### src/hw/rtl/pcha_pkg.sv
// Package: shared types and constants for the path coverage heatmap accumulator.
package pcha_pkg;

  localparam int CoordWidth = 11;
  localparam int OutWidth = 16;
  localparam logic [6:0] DefaultRadius = 7'd50;

  typedef enum logic {
    REQ_ADD  = 1'b0,
    REQ_READ = 1'b1
  } req_t;

  typedef enum logic [0:0] {
    REG_RADIUS  = 1'b0,
    REG_CONNECT = 1'b1
  } reg_idx_t;

  // One queued command from the front end to the back end
  typedef struct packed {
    req_t                   req;
    logic signed [CoordWidth-1:0] px;
    logic signed [CoordWidth-1:0] py;
  } cmd_t;

  typedef enum logic [3:0] {
    ST_CLEAR,
    ST_IDLE,
    ST_READ_ADDR,
    ST_READ_DATA,
    ST_READ_OUT,
    ST_LINE_STEP,
    ST_BRUSH_ADDR,
    ST_BRUSH_READ,
    ST_BRUSH_WRITE,
    ST_BRUSH_NEXT
  } state_t;

endpackage

### src/hw/rtl/pcha_front.sv
// Front end: input acceptance into a short command queue.
module pcha_front
  import pcha_pkg::*;
(
  input  logic clk,
  input  logic rst,
  input  logic in_valid,
  output logic in_ready,
  input  cmd_t in_cmd,
  output logic q_valid,
  input  logic q_take,
  output cmd_t q_cmd
);

  localparam int Depth = 4;

  cmd_t       slots [Depth];
  logic [1:0] wptr;
  logic [1:0] rptr;
  logic [2:0] fill;
  logic       push;
  logic       pop;

  assign in_ready = (fill != 3'(Depth));
  assign push = in_valid && in_ready;
  assign q_valid = (fill != 3'd0);
  assign pop = q_take && q_valid;
  assign q_cmd = slots[rptr];

  // Store incoming transactions
  always_ff @(posedge clk) begin
    if (push) begin
      slots[wptr] <= in_cmd;
    end
  end

  // Advance pointers and occupancy
  always_ff @(posedge clk) begin
    if (rst) begin
      wptr <= '0;
      rptr <= '0;
      fill <= '0;
    end else begin
      if (push) wptr <= wptr + 2'd1;
      if (pop) rptr <= rptr + 2'd1;
      fill <= fill + 3'(push) - 3'(pop);
    end
  end

endmodule

### config.mk
export PLATFORM = sky130hd
export DESIGN_NAME = pcha_front
export DESIGN_NICKNAME = d
export VERILOG_FILES = /design/src/hw/rtl/pcha_pkg.sv /design/src/hw/rtl/pcha_front.sv
export SDC_FILE = /design/constraint.sdc
export NUM_CORES = 1
export LEC_CHECK = 0
export BUFFER_PORTS_ARGS = -buffer_cell sky130_fd_sc_hd__buf_2
export CAP_MARGIN = 20
export CELL_PAD_IN_SITES_DETAIL_PLACEMENT = 0
export CELL_PAD_IN_SITES_GLOBAL_PLACEMENT = 1
export CORE_MARGIN = 1
export CORE_UTILIZATION = 44
export DETAILED_ROUTE_END_ITERATION = 8
export GPL_TIMING_DRIVEN = 0
export PLACE_DENSITY_LB_ADDON = 0.1
export SLEW_MARGIN = 20
export SYNTH_ARGS = -nofsm -noshare
export SYNTH_HDL_FRONTEND = slang
export SYNTH_SLANG_ARGS = --single-unit
export TNS_END_PERCENT = 10
### constraint.sdc
create_clock -name clk -period 2.2 [get_ports clk]
set_clock_uncertainty 0.1 [all_clocks]
set_input_delay 0.33 -clock clk [delete_from_list [all_inputs] [get_ports clk]]
set_output_delay 0.33 -clock clk [all_outputs]
set_load 0.01 [all_outputs]
==> run summary, run 1 <==
largest net degree at the start of global routing: 24
Tot Pwr: 4.86 mW
GRT overflow: 0
# DRC: 0
first-pass GRT wire length: 9.48 mm
Pre-antenna DRT Iters: 4
maximum vdd drop: 612 µV
cell family with most CP delay: adder cells
Syn Std Cell Area: 3820 µm²
routed vias/inst: 5.02
crit path kind: reg2reg
die width: 95.2 µm
largest fanout on the critical path: 3
#FFs+latches synth: 101
drt wl/cell: 17.9 µm
Fillers: 679
hpwl dp: 3.99 mm
NetSw: 1.37 mW
number of global-route vias before repair: 1885
Net Count, Synth: 203
LEAKAGE: 1.53 nW
clock share of power: 20.1%
Die Ht: 95.2 µm
placed instance area: 4210 µm²
drt initial violations: 110
area of the multi-input gates: 816 µm²
Sink Count: 101
most common cell after layout, fill and taps aside: edfxtp_1
fmax: 0.473 GHz
part of the power in registers: 50.8%
CTS max path bufs: 2
routed vias: 1728
Synth Area per Inst: 22.6 µm²
final count of negative-setup-slack endpoints: 0
Slew HR: 56.9%
Layout Area Growth over Synthesis: 15.9%
Max-cap violations: 0
Pwr Density: 1100 nW/µm²
Tightest Pin Transition: 647 ps
most frequent cells in the layout: edfxtp_1 (92), buf_2 (52), mux4_2 (20)
Worst-path clk slew: 90 ps
Period minus WS final: 2110 ps
fraction of registers with async set/reset: 0%
port bufs: 50
post-synthesis instance total: 169
Sequential cell area: 2950 µm²
num rows: 33
Die ar.: 9060 µm²
type of the worst min-delay path: in2reg
WL final: 6.17 mm
crit end category: flop
RSZ-0062 raised after global routing: true
Max stage delay on crit path: 350 ps
Yosys warnings: 0
Final WS setup: 86.3 ps
CTS Buf Count: 9
required time worst endpoint: 2370 ps
effective utilization at floorplan: 46.1%
hold_ws: 92.8 ps
initial antenna violation count: 0
Top-Level Pins: 52
status: complete, no violations
proportion of layout cells with a drive suffix above 1: 43.9%
Hold Vio Cnt, Final: 0
final max-slew violation count: 0
Critical path buffers and inverters: 2
Antenna Cells: 0
Data arrival, critical path: 2280 ps
Comb power frac: 29.1%
Worst path slowest cell: dfxtp_4
root buffer selected by CTS: clkbuf_8
CTS tree: done
Main synth FF type: edfxtp_1
GP Congestion: 0.670
sw frac: 28.1%
Fin Setup TNS: 0 ps
crit path launch type: flop
dpl ws: -183 ps
fin nets: 268
All-Layer GR Usage: 14.9%
Detail Route Antenna Nets: 0
period utilisation layout: 96.1%
Seq/Total Area, Yosys: 77.0%
number of flops mapped to enable cells by yosys: 92
Design Area, Final: 4430 µm²
Cell Chain, Critical Path: o31a_1 -> ha_1 -> inv_1 -> ha_1 -> inv_1 -> fa_2 -> xor2_2 -> and2_1 -> nor3_2
Cell Int Power: 3.50 mW
clk_lat worst skew: 340 ps
Clock H-tree levels: 3
Distinct cells, synth: 25
Core Box Area: 8300 µm²
-- path summary, 6_finish.rpt --
kind                        start                      to  slack, ps  cells after the start
min                    in_cmd[13]  slots[3][13]$_DFFE_PP_         90                      1
min reg2reg  wptr[1]$_SDFFE_PP0P_    wptr[1]$_SDFFE_PP0P_        430                      2
max reg2reg    fill[0]$_SDFF_PP0_      fill[2]$_SDFF_PP0_         90                      9
max            fill[0]$_SDFF_PP0_      fill[2]$_SDFF_PP0_         90                      9
-- power groups by stage --
stage / clock network [mW] / logic [mW] / registers [mW]
2_1_floorplan: 0 / 0.934 / 2.48
3_3_place_gp: 0 / 1.30 / 2.50
3_5_place_dp: 0 / 1.36 / 2.52
4_1_cts: 1.02 / 1.40 / 2.47
5_1_grt: 1.08 / 1.55 / 2.49
6_report: 0.980 / 1.41 / 2.47
-- routing by layer --
layer | track usage, % | part of all wire [%]
met3 | 4.70 | 4.2
met4 | 3.79 | 0
met1 | 17.7 | 42
met2 | 26.1 | 54
met5 | 0 | 0
-- flip-flops by register name (all words and copies together), names as in the netlist, named ones only --
register and cells:
rptr 2, slots 92, wptr 2, fill 3
-- metrics by stage --
step                utilization [%]  std cells
finish                         53.4        344
global route                   53.4        344
CTS                            53.1        343
detailed placement             50.7        324
global placement               50.7        324
floorplan                         -        169
-- repair_timing --
| item | in CTS | in global routing |
|---|---|---|
| gates resized for setup | 2 | 5 |
| pin swaps | 2 | 1 |
| buffers inserted | 3 | 1 |
| endpoints found under the setup margin | 1 | 1 |
| hold buffers | 0 | 0 |
-- cell type report --
class                           count  share of cell area, %
Sequential cell                   101                   66.6
Multi-Input combinational cell     57                   18.4
Timing Repair Buffer               54                   6.33
Tap cell                          105                   2.97
Clock buffer                        9                   2.80
Buffer                              6                   1.47
Clock inverter                      7                  0.960
Inverter                            5                  0.424
-- logic make-up after synthesis --
group	count (synthesis)	synth area share (%)
compound gates	3	0.753
xor+xnor	3	0.688
fa+ha+maj	7	2.49
buf+inv	11	2.19
flops	101	77.0
mux	25	14.4
simple gates	19	2.49
-- synthesized netlist by cell type, types with 2 or more instances --
library cell	number	area [µm²]
inv_1	5	18.8
ha_1	6	75.1
buf_2	2	10.0
mux4_1	3	78.8
mux4_2	20	450
and2_1	5	31.3
nand2b_1	2	12.5
edfxtp_1	92	2760
xor2_1	2	17.5
buf_12	2	40.0
dfxtp_1	9	180
nor2_1	8	30.0
Note: power is estimated with default switching activity, not from simulation.
==> run 2: changes to the inputs <==
--- a/config.mk
+++ b/config.mk
@@ -10,7 +10,8 @@
 export CELL_PAD_IN_SITES_DETAIL_PLACEMENT = 0
 export CELL_PAD_IN_SITES_GLOBAL_PLACEMENT = 1
 export CORE_MARGIN = 1
-export CORE_UTILIZATION = 44
+export CORE_UTILIZATION = 45
+export CTS_BUF_LIST = sky130_fd_sc_hd__clkbuf_8
 export DETAILED_ROUTE_END_ITERATION = 8
 export GPL_TIMING_DRIVEN = 0
 export PLACE_DENSITY_LB_ADDON = 0.1
==> run summary, run 2 (synthesis results as in run 1) <==
status: complete, no violations (unchanged)
type of the worst min-delay path: in2reg (unchanged)
drt wl/cell: 18.1 µm (was 17.9 µm)
Reg with most FFs: slots (unchanged)
Layout Area Growth over Synthesis: 16.1% (was 15.9%)
num rows: 33 (unchanged)
hold_ws: 80.5 ps (was 92.8 ps)
GP Congestion: 0.640 (was 0.670)
Cell Chain, Critical Path: o31a_1 -> ha_1 -> inv_1 -> ha_1 -> inv_1 -> fa_2 -> xor2_1 -> and2_1 -> nor3_2 (was o31a_1 -> ha_1 -> inv_1 -> ha_1 -> inv_1 -> fa_2 -> xor2_2 -> and2_1 -> nor3_2)
largest net degree at the start of global routing: 24 (unchanged)
Worst path slowest cell: dfxtp_4 (unchanged)
placed instance area: 4210 µm² (unchanged)
Fin Setup TNS: 0 ps (unchanged)
Die ar.: 8870 µm² (was 9060 µm²)
All-Layer GR Usage: 15.2% (was 14.9%)
first-pass GRT wire length: 9.46 mm (was 9.48 mm)
crit path launch type: flop (unchanged)
root buffer selected by CTS: clkbuf_8 (unchanged)
Top-Level Pins: 52 (unchanged)
Layout Cells excl Fill: 344 (unchanged)
Pre-antenna DRT Iters: 4 (unchanged)
most frequent cells in the layout: edfxtp_1 (92), buf_2 (52), mux4_2 (20) (unchanged)
RSZ-0062 raised after global routing: true (unchanged)
Die Ht: 94.2 µm (was 95.2 µm)
clk_lat worst skew: 350 ps (was 340 ps)
number of global-route vias before repair: 1900 (was 1885)
Regs by FF count: slots (92), fill (3) (unchanged)
# DRC: 0 (unchanged)
fmax: 0.461 GHz (was 0.473 GHz)
most common cell after layout, fill and taps aside: edfxtp_1 (unchanged)
crit end category: flop (unchanged)
CTS max path bufs: 2 (unchanged)
CTS Buf Count: 9 (unchanged)
die width: 94.2 µm (was 95.2 µm)
GRT overflow: 0 (unchanged)
largest fanout on the critical path: 4 (was 3)
CP startpoint: fill[1]$_SDFF_PP0_ (was fill[0]$_SDFF_PP0_)
period utilisation layout: 98.5% (was 96.1%)
WL final: 6.23 mm (was 6.17 mm)
cell family with most CP delay: adder cells (unchanged)
Fillers: 646 (was 679)
dpl ws: -185 ps (was -183 ps)
final count of negative-setup-slack endpoints: 0 (unchanged)
Sink Count: 101 (unchanged)
placed cell count: 324 (unchanged)
Hold Vio Cnt, Final: 0 (unchanged)
hpwl dp: 3.94 mm (was 3.99 mm)
Period minus WS final: 2170 ps (was 2110 ps)
initial antenna violation count: 0 (unchanged)
LEAKAGE: 1.54 nW (was 1.53 nW)
Max stage delay on crit path: 360 ps (was 350 ps)
Core Box Area: 8220 µm² (was 8300 µm²)
Pwr Density: 1110 nW/µm² (was 1100 nW/µm²)
Max-cap violations: 0 (unchanged)
area of the multi-input gates: 808 µm² (was 816 µm²)
Slew HR: 56.2% (was 56.9%)
proportion of layout cells with a drive suffix above 1: 43.5% (was 43.9%)
Tightest Pin Transition: 657 ps (was 647 ps)
Design Area, Final: 4440 µm² (was 4430 µm²)
CTS tree: done (unchanged)
Data arrival, critical path: 2300 ps (was 2280 ps)
final max-slew violation count: 0 (unchanged)
routed vias: 1775 (was 1728)
Critical path buffers and inverters: 2 (unchanged)
maximum vdd drop: 601 µV (was 612 µV)
reg2reg start: fill[1]$_SDFF_PP0_ (was fill[0]$_SDFF_PP0_)
routed vias/inst: 5.16 (was 5.02)
Clock H-tree levels: 3 (unchanged)
required time worst endpoint: 2330 ps (was 2370 ps)
fin nets: 268 (unchanged)
Worst-path clk slew: 100 ps (was 90 ps)
effective utilization at floorplan: 46.5% (was 46.1%)
Sequential cell area: 2950 µm² (about the same)
fin util: 54.0% (was 53.4%)
hold path startpoint: in_cmd[2] (was in_cmd[13])
Tot Pwr: 4.92 mW (was 4.86 mW)
crit path kind: reg2reg (unchanged)
port bufs: 50 (unchanged)
Final WS setup: 32.1 ps (was 86.3 ps)
drt initial violations: 81 (was 110)
Detail Route Antenna Nets: 0 (unchanged)
Largest register FFs: 92 (unchanged)
Antenna Cells: 0 (unchanged)
==> run 2: cell count changes in the layout (fill, tap and decap cells not counted), sizes merged <==
cell,delta
inv,+2
clkinv,-1
clkinvlp,-1
==> run 2: layer usage <==
| layer | vias to the layer above | GRT usage (%) | routed length, µm |
|---|---|---|---|
| li1 | 814 | - | - |
| met4 | 0 | 5.38 | 60 |
| met5 | - | 0 | 0 |
| met2 | 37 | 27.5 | 3370 |
| met1 | 918 | 17.2 | 2570 |
| met3 | 6 | 3.64 | 229 |
==> run 2: worst reg2reg max path: stages (launching register included) <==
cell	delay (ps)
dfxtp_4	360
o31a_1	310
ha_1	280
inv_1	70
ha_1	130
inv_1	50
fa_2	330
xor2_1	180
and2_1	180
nor3_2	40
==> run 2: cell type report <==
type,instances,area share (%)
sequential,101,66.5
inverter,5,0.423
buffer,6,1.47
clock buffer,9,2.79
timing repair buffer,54,6.32
clock inverter,7,1.33
tap,105,2.96
multi-input combinational,57,18.2
==> run 2: report_power, final <==
part           leakage, nW  total, mW  internal (mW)  switching, mW
logic                0.525       1.39          0.702          0.689
clock network       0.0933       1.06          0.427          0.633
registers            0.918       2.47           2.37         0.0932
total                 1.54       4.92           3.50           1.42
==> run 2: path summary, 6_finish.rpt <==
check	endpoint	slack, ps	depth (start not counted)
min reg2reg	wptr[1]$_SDFFE_PP0P_	440	2
max	fill[2]$_SDFF_PP0_	30	9
min	slots[2][2]$_DFFE_PP_	80	1
max reg2reg	fill[2]$_SDFF_PP0_	30	9
==> run 2: what timing repair did <==
action | CTS | global route
gates resized for setup | 2 | 3
pin swaps | 2 | 2
setup buffers | 2 | 2
setup endpoints to repair | 1 | 1
hold buffers | 0 | 0
